`src/design/sca_pkg.sv`:
```
package sca_pkg;

	localparam int HANDLE_W = 9;
	localparam int LIMIT_W = 4;
	localparam logic [LIMIT_W-1:0] LIMIT_RESET = 4'd8;
	localparam int TDATA_W = 16;

	typedef enum logic {
		OP_ALLOC   = 1'b0,
		OP_RELEASE = 1'b1
	} op_t;

	typedef enum logic [2:0] {
		ST_GRANTED    = 3'd0,
		ST_RELEASED   = 3'd1,
		ST_OUT        = 3'd2,
		ST_NOT_FOUND  = 3'd3,
		ST_STACK_FULL = 3'd4
	} status_t;

	// Outcome of one transaction as decided from the pointer registers.
	// When use_mem is set, the chunk index comes from the free stack read
	// and is added to handle, which then holds the slab base.
	typedef struct packed {
		status_t               status;
		logic                  use_mem;
		logic [HANDLE_W-1:0]   handle;
	} dec_t;

endpackage

```
`src/design/sca_stack_mem.sv`:
```
module sca_stack_mem #(
	parameter int DEPTH = 512,
	parameter int DATA_W = 6,
	parameter int ADDR_W = 9
) (
	input  logic              clk,
	input  logic              we,
	input  logic              re,
	input  logic [ADDR_W-1:0] addr,
	input  logic [DATA_W-1:0] wdata,
	output logic [DATA_W-1:0] rdata
);

	logic [DATA_W-1:0] mem [DEPTH];
	logic [DATA_W-1:0] rdata_q;

	always_ff @(posedge clk) begin
		if (we) begin
			mem[addr] <= wdata;
		end
		if (re) begin
			rdata_q <= mem[addr];
		end
	end

	assign rdata = rdata_q;

endmodule

```
`src/design/sca_ptrs.sv`:
```
module sca_ptrs #(
	parameter int SLAB_CHUNKS = 64,
	parameter int MAX_SLABS = 8,
	parameter int IDX_W = $clog2(SLAB_CHUNKS),
	parameter int ADDR_W = $clog2(SLAB_CHUNKS * MAX_SLABS)
) (
	input  logic                          clk,
	input  logic                          arst_n,
	input  logic                          accept,
	input  sca_pkg::op_t                  op,
	input  logic [sca_pkg::HANDLE_W-1:0]  handle_in,
	input  logic [sca_pkg::LIMIT_W-1:0]   slab_limit,
	output sca_pkg::dec_t                 dec,
	output logic                          mem_we,
	output logic                          mem_re,
	output logic [ADDR_W-1:0]             mem_addr,
	output logic [IDX_W-1:0]              mem_wdata
);

	localparam int CNT_W = $clog2(SLAB_CHUNKS + 1);
	localparam int SLAB_W = (MAX_SLABS > 1) ? $clog2(MAX_SLABS) : 1;
	localparam int OPEN_W = $clog2(MAX_SLABS + 1);
	localparam logic [CNT_W-1:0] CNT_FULL = CNT_W'(SLAB_CHUNKS);
	localparam logic [CNT_W-1:0] CNT_ONE = CNT_W'(1);

	// Per slab: chunks handed out by the bump pointer, and free stack depth.
	logic [CNT_W-1:0]  used_q [MAX_SLABS];
	logic [CNT_W-1:0]  depth_q [MAX_SLABS];
	logic [OPEN_W-1:0] open_q;

	logic              pick_found;
	logic [SLAB_W-1:0] pick_slab;
	int                rel_slab_n;
	logic [SLAB_W-1:0] rel_slab;
	logic [IDX_W-1:0]  rel_idx;

	logic              used_we;
	logic              depth_we;
	logic              open_inc;
	logic [SLAB_W-1:0] upd_slab;
	logic [CNT_W-1:0]  used_d;
	logic [CNT_W-1:0]  depth_d;

	// First open slab with a freed chunk or bump room.
	always_comb begin
		pick_found = 1'b0;
		pick_slab = '0;
		for (int s = MAX_SLABS - 1; s >= 0; s--) begin
			if (s < int'(open_q) && (depth_q[s] != '0 || used_q[s] != CNT_FULL)) begin
				pick_found = 1'b1;
				pick_slab = SLAB_W'(s);
			end
		end
	end

	// Slab of a released handle by comparison against the slab bases.
	always_comb begin
		rel_slab_n = 0;
		for (int k = 1; k <= MAX_SLABS; k++) begin
			if (int'(handle_in) >= k * SLAB_CHUNKS) begin
				rel_slab_n = rel_slab_n + 1;
			end
		end
		rel_slab = SLAB_W'(rel_slab_n);
		rel_idx = IDX_W'(int'(handle_in) - rel_slab_n * SLAB_CHUNKS);
	end

	always_comb begin
		dec.status = sca_pkg::ST_OUT;
		dec.use_mem = 1'b0;
		dec.handle = '0;
		mem_we = 1'b0;
		mem_re = 1'b0;
		mem_addr = '0;
		mem_wdata = rel_idx;
		used_we = 1'b0;
		depth_we = 1'b0;
		open_inc = 1'b0;
		upd_slab = pick_slab;
		used_d = '0;
		depth_d = '0;
		unique case (op)
			sca_pkg::OP_ALLOC: begin
				if (pick_found) begin
					dec.status = sca_pkg::ST_GRANTED;
					if (depth_q[pick_slab] != '0) begin
						// Pop: the index arrives from the free stack next cycle.
						dec.use_mem = 1'b1;
						dec.handle = sca_pkg::HANDLE_W'(int'(pick_slab) * SLAB_CHUNKS);
						mem_re = accept;
						mem_addr = ADDR_W'(int'(pick_slab) * SLAB_CHUNKS
							+ int'(depth_q[pick_slab]) - 1);
						depth_we = 1'b1;
						depth_d = depth_q[pick_slab] - CNT_ONE;
					end else begin
						dec.handle = sca_pkg::HANDLE_W'(int'(pick_slab) * SLAB_CHUNKS
							+ int'(used_q[pick_slab]));
						used_we = 1'b1;
						used_d = used_q[pick_slab] + CNT_ONE;
					end
				end else if (int'(open_q) < int'(slab_limit) && int'(open_q) < MAX_SLABS) begin
					dec.status = sca_pkg::ST_GRANTED;
					dec.handle = sca_pkg::HANDLE_W'(int'(open_q) * SLAB_CHUNKS);
					upd_slab = SLAB_W'(open_q);
					used_we = 1'b1;
					used_d = CNT_ONE;
					depth_we = 1'b1;
					depth_d = '0;
					open_inc = 1'b1;
				end
			end
			sca_pkg::OP_RELEASE: begin
				dec.handle = handle_in;
				upd_slab = rel_slab;
				if (rel_slab_n >= int'(open_q)) begin
					dec.status = sca_pkg::ST_NOT_FOUND;
				end else if (depth_q[rel_slab] == CNT_FULL) begin
					dec.status = sca_pkg::ST_STACK_FULL;
				end else begin
					dec.status = sca_pkg::ST_RELEASED;
					mem_we = accept;
					mem_addr = ADDR_W'(rel_slab_n * SLAB_CHUNKS + int'(depth_q[rel_slab]));
					depth_we = 1'b1;
					depth_d = depth_q[rel_slab] + CNT_ONE;
				end
			end
			default: begin
			end
		endcase
	end

	always_ff @(posedge clk or negedge arst_n) begin
		if (!arst_n) begin
			for (int s = 0; s < MAX_SLABS; s++) begin
				used_q[s] <= '0;
				depth_q[s] <= '0;
			end
			open_q <= OPEN_W'(1);
		end else if (accept) begin
			if (used_we) begin
				used_q[upd_slab] <= used_d;
			end
			if (depth_we) begin
				depth_q[upd_slab] <= depth_d;
			end
			if (open_inc) begin
				open_q <= open_q + OPEN_W'(1);
			end
		end
	end

endmodule

```
`src/design/slab_chunk_allocator.sv`:
```
// A result passes the result stage (valid_s1, dec_s1) and then the output register
// before it is offered; a stall on the output side holds it in the result stage.
// Throughput: one transaction per cycle while the result side keeps up; the free
// stack memory read is registered in its port alongside the result stage.
// Reset (arst_n, asynchronous): slab 0 open, all bump pointers and free stacks
// empty, slab_limit 8; the free stack memory itself is not cleared.
module slab_chunk_allocator #(
	parameter int SLAB_CHUNKS = 64,
	parameter int MAX_SLABS = 8
) (
	input  logic                          clk,
	input  logic                          arst_n,
	input  logic                          cfg_we,
	input  logic [sca_pkg::LIMIT_W-1:0]   cfg_wdata,     // slab_limit
	input  logic                          s_axis_tvalid,
	output logic                          s_axis_tready,
	input  logic [sca_pkg::TDATA_W-1:0]   s_axis_tdata,  // [8:0] handle_in
	input  logic                          s_axis_tuser,  // [0] operation
	output logic                          m_axis_tvalid,
	input  logic                          m_axis_tready,
	output logic [sca_pkg::TDATA_W-1:0]   m_axis_tdata,  // [8:0] handle_out
	output logic [2:0]                    m_axis_tuser   // [2:0] status
);

	localparam int IDX_W = $clog2(SLAB_CHUNKS);
	localparam int ADDR_W = $clog2(SLAB_CHUNKS * MAX_SLABS);

	logic [sca_pkg::LIMIT_W-1:0]  slab_limit_q;
	logic                         accept;
	logic                         out_free;
	logic                         drain;
	sca_pkg::dec_t                dec;
	sca_pkg::dec_t                dec_s1;
	logic                         valid_s1;
	logic                         mem_we;
	logic                         mem_re;
	logic [ADDR_W-1:0]            mem_addr;
	logic [IDX_W-1:0]             mem_wdata;
	logic [IDX_W-1:0]             mem_rdata;
	logic [sca_pkg::HANDLE_W-1:0] handle_res;
	logic                         out_valid_q;
	sca_pkg::status_t             out_status_q;
	logic [sca_pkg::HANDLE_W-1:0] out_handle_q;

	always_ff @(posedge clk or negedge arst_n) begin
		if (!arst_n) begin
			slab_limit_q <= sca_pkg::LIMIT_RESET;
		end else if (cfg_we) begin
			slab_limit_q <= cfg_wdata;
		end
	end

	assign out_free = !out_valid_q || m_axis_tready;
	assign drain = valid_s1 && out_free;
	assign s_axis_tready = !valid_s1 || out_free;
	assign accept = s_axis_tvalid && s_axis_tready;

	sca_ptrs #(
		.SLAB_CHUNKS(SLAB_CHUNKS),
		.MAX_SLABS(MAX_SLABS),
		.IDX_W(IDX_W),
		.ADDR_W(ADDR_W)
	) u_ptrs (
		.clk(clk),
		.arst_n(arst_n),
		.accept(accept),
		.op(sca_pkg::op_t'(s_axis_tuser)),
		.handle_in(s_axis_tdata[sca_pkg::HANDLE_W-1:0]),
		.slab_limit(slab_limit_q),
		.dec(dec),
		.mem_we(mem_we),
		.mem_re(mem_re),
		.mem_addr(mem_addr),
		.mem_wdata(mem_wdata)
	);

	sca_stack_mem #(
		.DEPTH(SLAB_CHUNKS * MAX_SLABS),
		.DATA_W(IDX_W),
		.ADDR_W(ADDR_W)
	) u_stack_mem (
		.clk(clk),
		.we(mem_we),
		.re(mem_re),
		.addr(mem_addr),
		.wdata(mem_wdata),
		.rdata(mem_rdata)
	);

	always_ff @(posedge clk or negedge arst_n) begin
		if (!arst_n) begin
			valid_s1 <= 1'b0;
		end else if (accept) begin
			valid_s1 <= 1'b1;
		end else if (drain) begin
			valid_s1 <= 1'b0;
		end
	end

	always_ff @(posedge clk) begin
		if (accept) begin
			dec_s1 <= dec;
		end
	end

	// The read data holds while the stage waits, since reads issue only on accept.
	assign handle_res = dec_s1.use_mem
		? sca_pkg::HANDLE_W'(int'(dec_s1.handle) + int'(mem_rdata))
		: dec_s1.handle;

	always_ff @(posedge clk or negedge arst_n) begin
		if (!arst_n) begin
			out_valid_q <= 1'b0;
		end else if (drain) begin
			out_valid_q <= 1'b1;
		end else if (m_axis_tready) begin
			out_valid_q <= 1'b0;
		end
	end

	always_ff @(posedge clk) begin
		if (drain) begin
			out_status_q <= dec_s1.status;
			out_handle_q <= handle_res;
		end
	end

	assign m_axis_tvalid = out_valid_q;
	assign m_axis_tuser = out_status_q;
	assign m_axis_tdata = {{(sca_pkg::TDATA_W - sca_pkg::HANDLE_W){1'b0}}, out_handle_q};

	a_accept_fills_s1: assert property (@(posedge clk) disable iff (!arst_n)
		accept |=> valid_s1)
		else $error("accepted transaction did not reach the result stage");

	a_s1_holds: assert property (@(posedge clk) disable iff (!arst_n)
		valid_s1 && !out_free |=> valid_s1)
		else $error("result stage dropped a transaction while stalled");

	a_mem_one_access: assert property (@(posedge clk) disable iff (!arst_n)
		!(mem_we && mem_re))
		else $error("free stack read and write in the same cycle");

	a_mem_only_on_accept: assert property (@(posedge clk) disable iff (!arst_n)
		(mem_we || mem_re) |-> accept)
		else $error("free stack accessed without a transaction");

	a_pop_is_grant: assert property (@(posedge clk) disable iff (!arst_n)
		valid_s1 && dec_s1.use_mem |-> dec_s1.status == sca_pkg::ST_GRANTED)
		else $error("stack read used for a result that is not a grant");

endmodule
```
`config.mk`:
```
export PLATFORM = sky130hd
export DESIGN_NAME = slab_chunk_allocator
export DESIGN_NICKNAME = d
export VERILOG_FILES = /design/src/design/sca_pkg.sv /design/src/design/sca_stack_mem.sv /design/src/design/sca_ptrs.sv /design/src/design/slab_chunk_allocator.sv
export SDC_FILE = /design/constraint.sdc
export NUM_CORES = 2
export LEC_CHECK = 0
export ABC_CLOCK_PERIOD_IN_PS = 11790
export BUFFER_PORTS_ARGS = -buffer_cell sky130_fd_sc_hd__buf_2
export CORE_MARGIN = 1.5
export CORE_UTILIZATION = 40
export CTS_CLUSTER_SIZE = 40
export DETAILED_ROUTE_END_ITERATION = 7
export GPL_ROUTABILITY_DRIVEN = 0
export PLACE_DENSITY_LB_ADDON = 0.05
export SLEW_MARGIN = 10
export SYNTH_ARGS = -nofsm -noshare
export SYNTH_HDL_FRONTEND = slang
export SYNTH_SLANG_ARGS = --single-unit
```
`constraint.sdc`:
```
create_clock -name clk -period 11.79 [get_ports clk]
set_input_delay 2.358 -clock clk [delete_from_list [all_inputs] [get_ports clk]]
set_output_delay 2.358 -clock clk [all_outputs]
set_load 0.03 [all_outputs]
```
# [Yosys cells after proc, flatten, opt, wreduce, memory -nomap -nowiden]
# Memory sizes are Yosys's and may differ from the RTL's. A register that Yosys moved wholly into a read port is not among the register bits.
# Cells that the tools add are included.
[op_classes] n_eq_ne=9 n_addsub=16 magnitude_cmp=22 n_reduce_logical=39 muxes=86 bitwise_logic=5
[ops] cell="32-bit 2-to-1 mux" count=6
[ops] cell="32-bit by 2-bit adder with 32-bit output (second input constant)" count=5
[ops] cell="56-bit bitwise mux" count=2
[ops] cell="7-bit 2-to-1 mux" count=14
[ops] cell="9-bit 2-to-1 mux" count=8
[ops] cell="7-bit binary-select mux with 3-bit select" count=3
[ops] cell="7-bit nonzero test" count=9
[ops] cell="7-bit inequality test (second input constant)" count=8
[ops] cell="3-bit 2-to-1 mux" count=13
[ops] cell="9-bit >= comparator (second input constant)" count=4
[ops] cell="9-bit case mux with 2 select lines" count=2
[ops] cell="32-bit by 5-bit >= comparator with 1-bit output" count=1
[ops] cell="1-bit 2-to-1 mux" count=32
[ops] cell="7-bit demux with 3-bit select" count=1
[ops] cell="9-bit by 7-bit adder with 9-bit output" count=2
[ops] cell="9-bit by 8-bit >= comparator with 1-bit output (second input constant)" count=2
[ops] cell="3-bit by 4-bit < comparator with 1-bit output (first input constant)" count=4
[ops] cell="7-bit by 1-bit adder with 7-bit output (second input constant)" count=2
[ops] cell="7-bit case mux with 2 select lines" count=1
[ops] cell="4-bit >= comparator (second input constant)" count=3
[ops] cell="1-bit logical AND" count=12
[ops] cell="3-bit NOT with 4-bit output" count=3
[ops] cell="3-bit case mux with 2 select lines" count=2
[ops] cell="1-bit logical OR" count=10
[ops] cell="21 further kinds" count=28
[totals] out_inout_bits=21 mem_count=1 in_bits=26 register_bits=147 ramBits=3072
[memory_table] name="u_stack_mem.mem" words=512 word_bits=6 rd=1 rd_clocked_by_memory_dff=1 write_ports=1 line="sca_stack_mem.sv:14" source="logic [DATA_W-1:0] mem [DEPTH];"

# [Longest topological paths before layout]
[depth] depth_word=24 depth_mapped=40 ltp_nobuf=32

# [By module]
# From an unflattened synthesis, not the netlist that was laid out.
[hier_totals] cells_unflattened=6825 hier_area_um2=129942.1
[modules_own_cells] mod="sca_stack_mem" instances=1 area_per_inst_um2=120181.5 seq_area_each_um2=92428.6 cells_per_inst=5858
[modules_own_cells] mod="sca_ptrs" instances=1 area_per_inst_um2=8293.0 seq_area_each_um2=2904.0 cells_per_inst=860
[modules_own_cells] mod="slab_chunk_allocator" instances=1 area_per_inst_um2=1467.7 seq_area_each_um2=902.1 cells_per_inst=107

# [Least setup slack after synthesis]
# OpenSTA, ideal clock, no wires.
[synth_timing] path_type="input to register" start="input port s_axis_tdata[7] in the netlist's numbering" end="register u_stack_mem.rdata_q[4] (netlist: u_stack_mem.rdata[4]), read port of u_stack_mem.mem (data pin)" n_path_buf=6 arrival_time_ps=10433 stages=37 setup_ps=272 path_slack_ps=1085 path_cell_list="clkbuf_1 -> or2_2 -> nor2_1 -> inv_1 -> ha_1 -> buf_2 -> xor2_1 -> ha_1 -> a21o_1 -> ha_1 -> mux2_2 -> ha_1 -> mux2_2 -> ha_1 -> nand2_1 -> xnor2_1 -> nor2_1 -> xnor2_1 -> buf_2 -> ha_1 -> o21ai_0 -> a21oi_1 -> or3_1 -> or3b_2 -> clkbuf_1 -> o31ai_1 -> a31o_2 -> buf_4 -> nor2_2 -> nand3_1 -> clkbuf_1 -> o22ai_1 -> nor4_1 -> nand2_1 -> a2111oi_2 -> o2111ai_1 -> or4_1"
[synth_between] elab_chain_len=22
[synth_rtl] item="from (decl)" line="slab_chunk_allocator.sv:17" source="input logic [sca_pkg::TDATA_W-1:0] s_axis_tdata,"
[synth_rtl] item="9-bit by 7-bit >= comparator with 1-bit output" line="sca_ptrs.sv:60" source="if (int'(handle_in) >= k * SLAB_CHUNKS) begin"
[synth_rtl] item="1-bit 2-to-1 mux" line="sca_ptrs.sv:60"
[synth_rtl] item="1-bit by 1-bit adder with 2-bit output" line="sca_ptrs.sv:61" source="rel_slab_n = rel_slab_n + 1;"
[synth_rtl] item="32-bit 2-to-1 mux" line="sca_ptrs.sv:60"
[synth_rtl] item="32-bit by 2-bit adder with 32-bit output" line="sca_ptrs.sv:61"
[synth_rtl] item="32-bit 2-to-1 mux" line="sca_ptrs.sv:60"
[synth_rtl] item="32-bit by 2-bit adder with 32-bit output" line="sca_ptrs.sv:61"
[synth_rtl] item="32-bit 2-to-1 mux" line="sca_ptrs.sv:60"
[synth_rtl] item="[... 5 more ...]"
[synth_rtl] item="32-bit 2-to-1 mux *" line="sca_ptrs.sv:60"
[synth_rtl] item="3-bit NOT with 4-bit output (not written as such)" line="sca_ptrs.sv:117, sca_ptrs.sv:122"
[synth_rtl] item="7-bit binary-select mux with 3-bit select" line="sca_ptrs.sv:117, sca_ptrs.sv:122"
[synth_rtl] item="7-bit 2-to-1 mux (not written as such) (2 in a row)" line="sca_ptrs.sv:117, sca_ptrs.sv:122"
[synth_rtl] item="9-bit by 8-bit adder with 9-bit output / 7-bit == test (equally long branches)" line="sca_ptrs.sv:122, sca_ptrs.sv:117"
[synth_rtl] item="9-bit 2-to-1 mux" line="sca_ptrs.sv:117" source="end else if (depth_q[rel_slab] == CNT_FULL) begin"
[synth_rtl] item="9-bit 2-to-1 mux *" line="sca_ptrs.sv:115" source="if (rel_slab_n >= int'(open_q)) begin"
[synth_rtl] item="9-bit case mux with 2 select lines *" line="sca_ptrs.sv:82" source="unique case (op)"
[synth_rtl] item="to (decl)" line="sca_stack_mem.sv:15" source="logic [DATA_W-1:0] rdata_q;"
# Mark *: on every way between the ends. The rest lies on a longest branch, timed or not. The select of a mux whose other input is x is not followed.
# A chain may end at the register's enable or synchronous reset.

# [Final worst setup path]
[layout_timing] start="input port s_axis_tdata[7] in the netlist's numbering" end="register u_stack_mem.rdata_q[1] (netlist: u_stack_mem.rdata[1]), read port of u_stack_mem.mem (data pin)"
# The elaborated chain is that of the path after synthesis.

==> flow_summary.json <==
{
  "power_density_mw_per_mm2": 270,
  "async_flop_share": 0.0378,
  "wl_met3_um": 30800,
  "synthDistinctLibCells": 85,
  "drt-total-wl_um": 453000,
  "numPortBuffers": 32,
  "endpoint_kind": "register",
  "avgRoutedWirePerCell_um": 32.0,
  "grt_max_degree": 160,
  "areaGrowthSynthToFinish_pct": 16.3,
  "rsz0062_at_grt": "no",
  "synth_edf_count": 3103,
  "holdPathEnd": "m_axis_tuser[1]",
  "stdcell_area_mm2": 0.152,
  "clkLatencyLatePin_ns": 0.94,
  "slowest_delay_ns": 0.85,
  "chipHeight_um": 574,
  "worst-path-buf-inv": 9,
  "crit_start": "s_axis_tdata[7]",
  "grt_first_pass_wirelength_um": 631000,
  "p_leak_nw": 54.1,
  "r2r_setup_slack_ns": 1.54,
  "antenna_left": 0,
  "clock_path_buffers": 4,
  "maxSlewViolCount": 0,
  "r2r_cells": 26,
  "synth_common_cells": "edfxtp_1 (3103), nand2_1 (1375), mux2i_1 (940), nor2_1 (628), o22ai_1 (480)",
  "worst_clock_skew_ns": 0.0325,
  "wl_met2_um": 208000,
  "worst_r2r_startpoint": "u_ptrs.used_q[17]",
  "power_w": 0.0409,
  "cap_violations": 0,
  "ir_drop_mv": 0.258,
  "drtIter0Drc": 8992,
  "vias": 81700,
  "arrival_ns": 12.30,
  "grt.overflow.total": 0,
  "fin_crit_sh": 0.985,
  "finalWorstSetupSlack_ns": 0.179,
  "cts_buffers": 355,
  "cp-start-kind": "input port",
  "syn_area_mm2": 0.131,
  "cts_resized": 0,
  "clk_pin_slew_worst_paths_ns": 0.06,
  "placeableCoreArea_mm2": 0.325,
  "cts_tree": "built",
  "synth_most_common_cell": "edfxtp_1",
  "grt_usage": 0.270,
  "fin_nets": 9613,
  "hold_viol": 0,
  "std_cell_rows": 209,
  "regArea_mm2": 0.0962,
  "vias_per_cell": 5.77,
  "tightest_slew_ns": 1.39,
  "htree_levels": 5,
  "synth_top_area_frac": 0.714,
  "drt-met1-wl_um": 199000,
  "cpLargestDelayFamily": "simple AND/OR/NAND/NOR gates",
  "synth_area_leaders": "edfxtp_1 (71%), mux2i_1 (7.2%), nand2_1 (4.0%)",
  "highest_layer": "met5",
  "cts-root-buf": "clkbuf_16",
  "dr.pass1.iters": 5,
  "ys_warn_count": 0,
  "grt_pass1_vias": 79300,
  "drive_above_1_share": 0.142,
  "num-fill-cells": 28400,
  "path_common_cell": "ha_1",
  "place_ws_ns": -0.655,
  "utilization": 0.468,
  "fmax_mhz": 86.1,
  "ys.flop_type": "edfxtp_1",
  "ys_ff_latch": 3225,
  "ys_seq_area_frac": 0.737,
  "hp-start": "dec_s1[11]",
  "holdCritPathClass": "register to register",
  "hpwl_um": 292000,
  "synth_area_leader_cell": "edfxtp_1",
  "tns_ns": 0,
  "slowest_stage": "nor4_1",
  "slew_headroom": 0.0721,
  "critPathMaxFanout": 13,
  "syn_area_per_cell_um2": 14.5,
  "dieArea_mm2": 0.330,
  "postPlaceCellArea_mm2": 0.141,
  "fin_crit_ns": 11.61,
  "status": "completed",
  "synth_cells": 9018,
  "die_width_um": 574,
  "holdPathStages": 0,
  "ios": 47,
  "crit_required_ns": 12.48,
  "r2r_end": "u_stack_mem.rdata[1]",
  "start_util": 0.402,
  "route.detailed.drc": 0,
  "clock-sinks": 3225,
  "setup_viol": 0,
  "critPathKind": "input port to register",
  "grt_antenna_before_repair": 20,
  "multi_input_area_mm2": 0.0319,
  "cts_setup_buffers": 0,
  "hold_buffers": 0
}
## flip-flops by register name (all words and copies together), names as in the netlist
name and cells:
u_stack_mem.mem 3072, u_ptrs.depth_q 56, out_handle_q 9, dec_s1 13
valid_s1 1, u_ptrs.used_q 56, u_ptrs.open_q 4, m_axis_tvalid 1
m_axis_tuser 3, slab_limit_q 4, u_stack_mem.rdata 6
## kinds of logic after synthesis
| group | share of synthesized area |
|---|---|
| AO/OA/AOI/OAI | 0.0624 |
| XOR/XNOR | 0.00275 |
| adder cells (fa/ha/maj) | 0.00451 |
| buffers and inverters | 0.0213 |
| flip-flops | 0.737 |
| multiplexers | 0.0835 |
| other | 0.0000287 |
| AND/OR/NAND/NOR | 0.0882 |
## final cells by class
class                           count  area share
Inverter                           47     0.00116
Clock inverter                    179     0.00950
Clock buffer                      447      0.0621
Tap cell                         4325      0.0356
Multi-Input combinational cell   5162       0.210
Sequential cell                  3225       0.634
Antenna cell                       11    0.000181
Timing Repair Buffer              751      0.0476
## layer usage
layer,vias to the layer above,global-route usage
li1,35500,-
met1,42400,0.386
met2,3147,0.425
met3,672,0.0388
met4,2,0.0850
met5,-,0
## worst max-delay path by stage
stage                      endpoint  slack, ns  cells past startpoint
5_1_grt        u_stack_mem.rdata[1]       0.01                     35
3_3_place_gp   u_stack_mem.rdata[1]      -0.65                     35
2_1_floorplan  u_stack_mem.rdata[4]       1.09                     37
6_report       u_stack_mem.rdata[1]       0.18                     35
3_5_place_dp   u_stack_mem.rdata[1]      -0.65                     35
4_1_cts        u_stack_mem.rdata[1]       0.33                     35
## metrics by stage
step / hold WS [ns] / cells
after CTS: 0.418 / 14100
after global routing: 0.423 / 14100
after floorplan: 0.400 / 9024
after global placement: 0.403 / 13500
final: 0.417 / 14100
after detailed placement: 0.408 / 13500
## layout by cell type, fill, tap and decap left out, types with 20 or more instances in the layout
cell type,Yosys,routed
ha_1,43,43
clkinv_2,0,40
mux2_2,98,98
clkbuf_16,0,364
a311oi_1,26,26
nor3_1,55,54
a221oi_1,39,39
edfxtp_1,3103,3103
inv_1,45,45
mux2i_1,940,940
nor4_1,123,121
buf_2,224,25
o21ai_0,90,90
buf_12,0,128
o22ai_1,480,480
nor2_1,628,622
clkbuf_1,275,83
dfrtp_1,120,120
buf_4,16,592
a32oi_1,41,41
and3_1,37,37
a31oi_1,88,86
a211oi_1,27,26
nand2_1,1375,1351
clkinv_1,1,93
nand2_4,0,20
nand3_1,374,366
nand4_1,36,36
a21oi_1,373,372
xnor2_1,26,26
## power breakdown
group / switching (W) / total (W) / internal, W
Combinational: 0.0117 / 0.0174 / 0.00565
Sequential: 0.000155 / 0.0129 / 0.0127
Clock: 0.00457 / 0.0106 / 0.00605
Power figures use the tool's default switching activity.
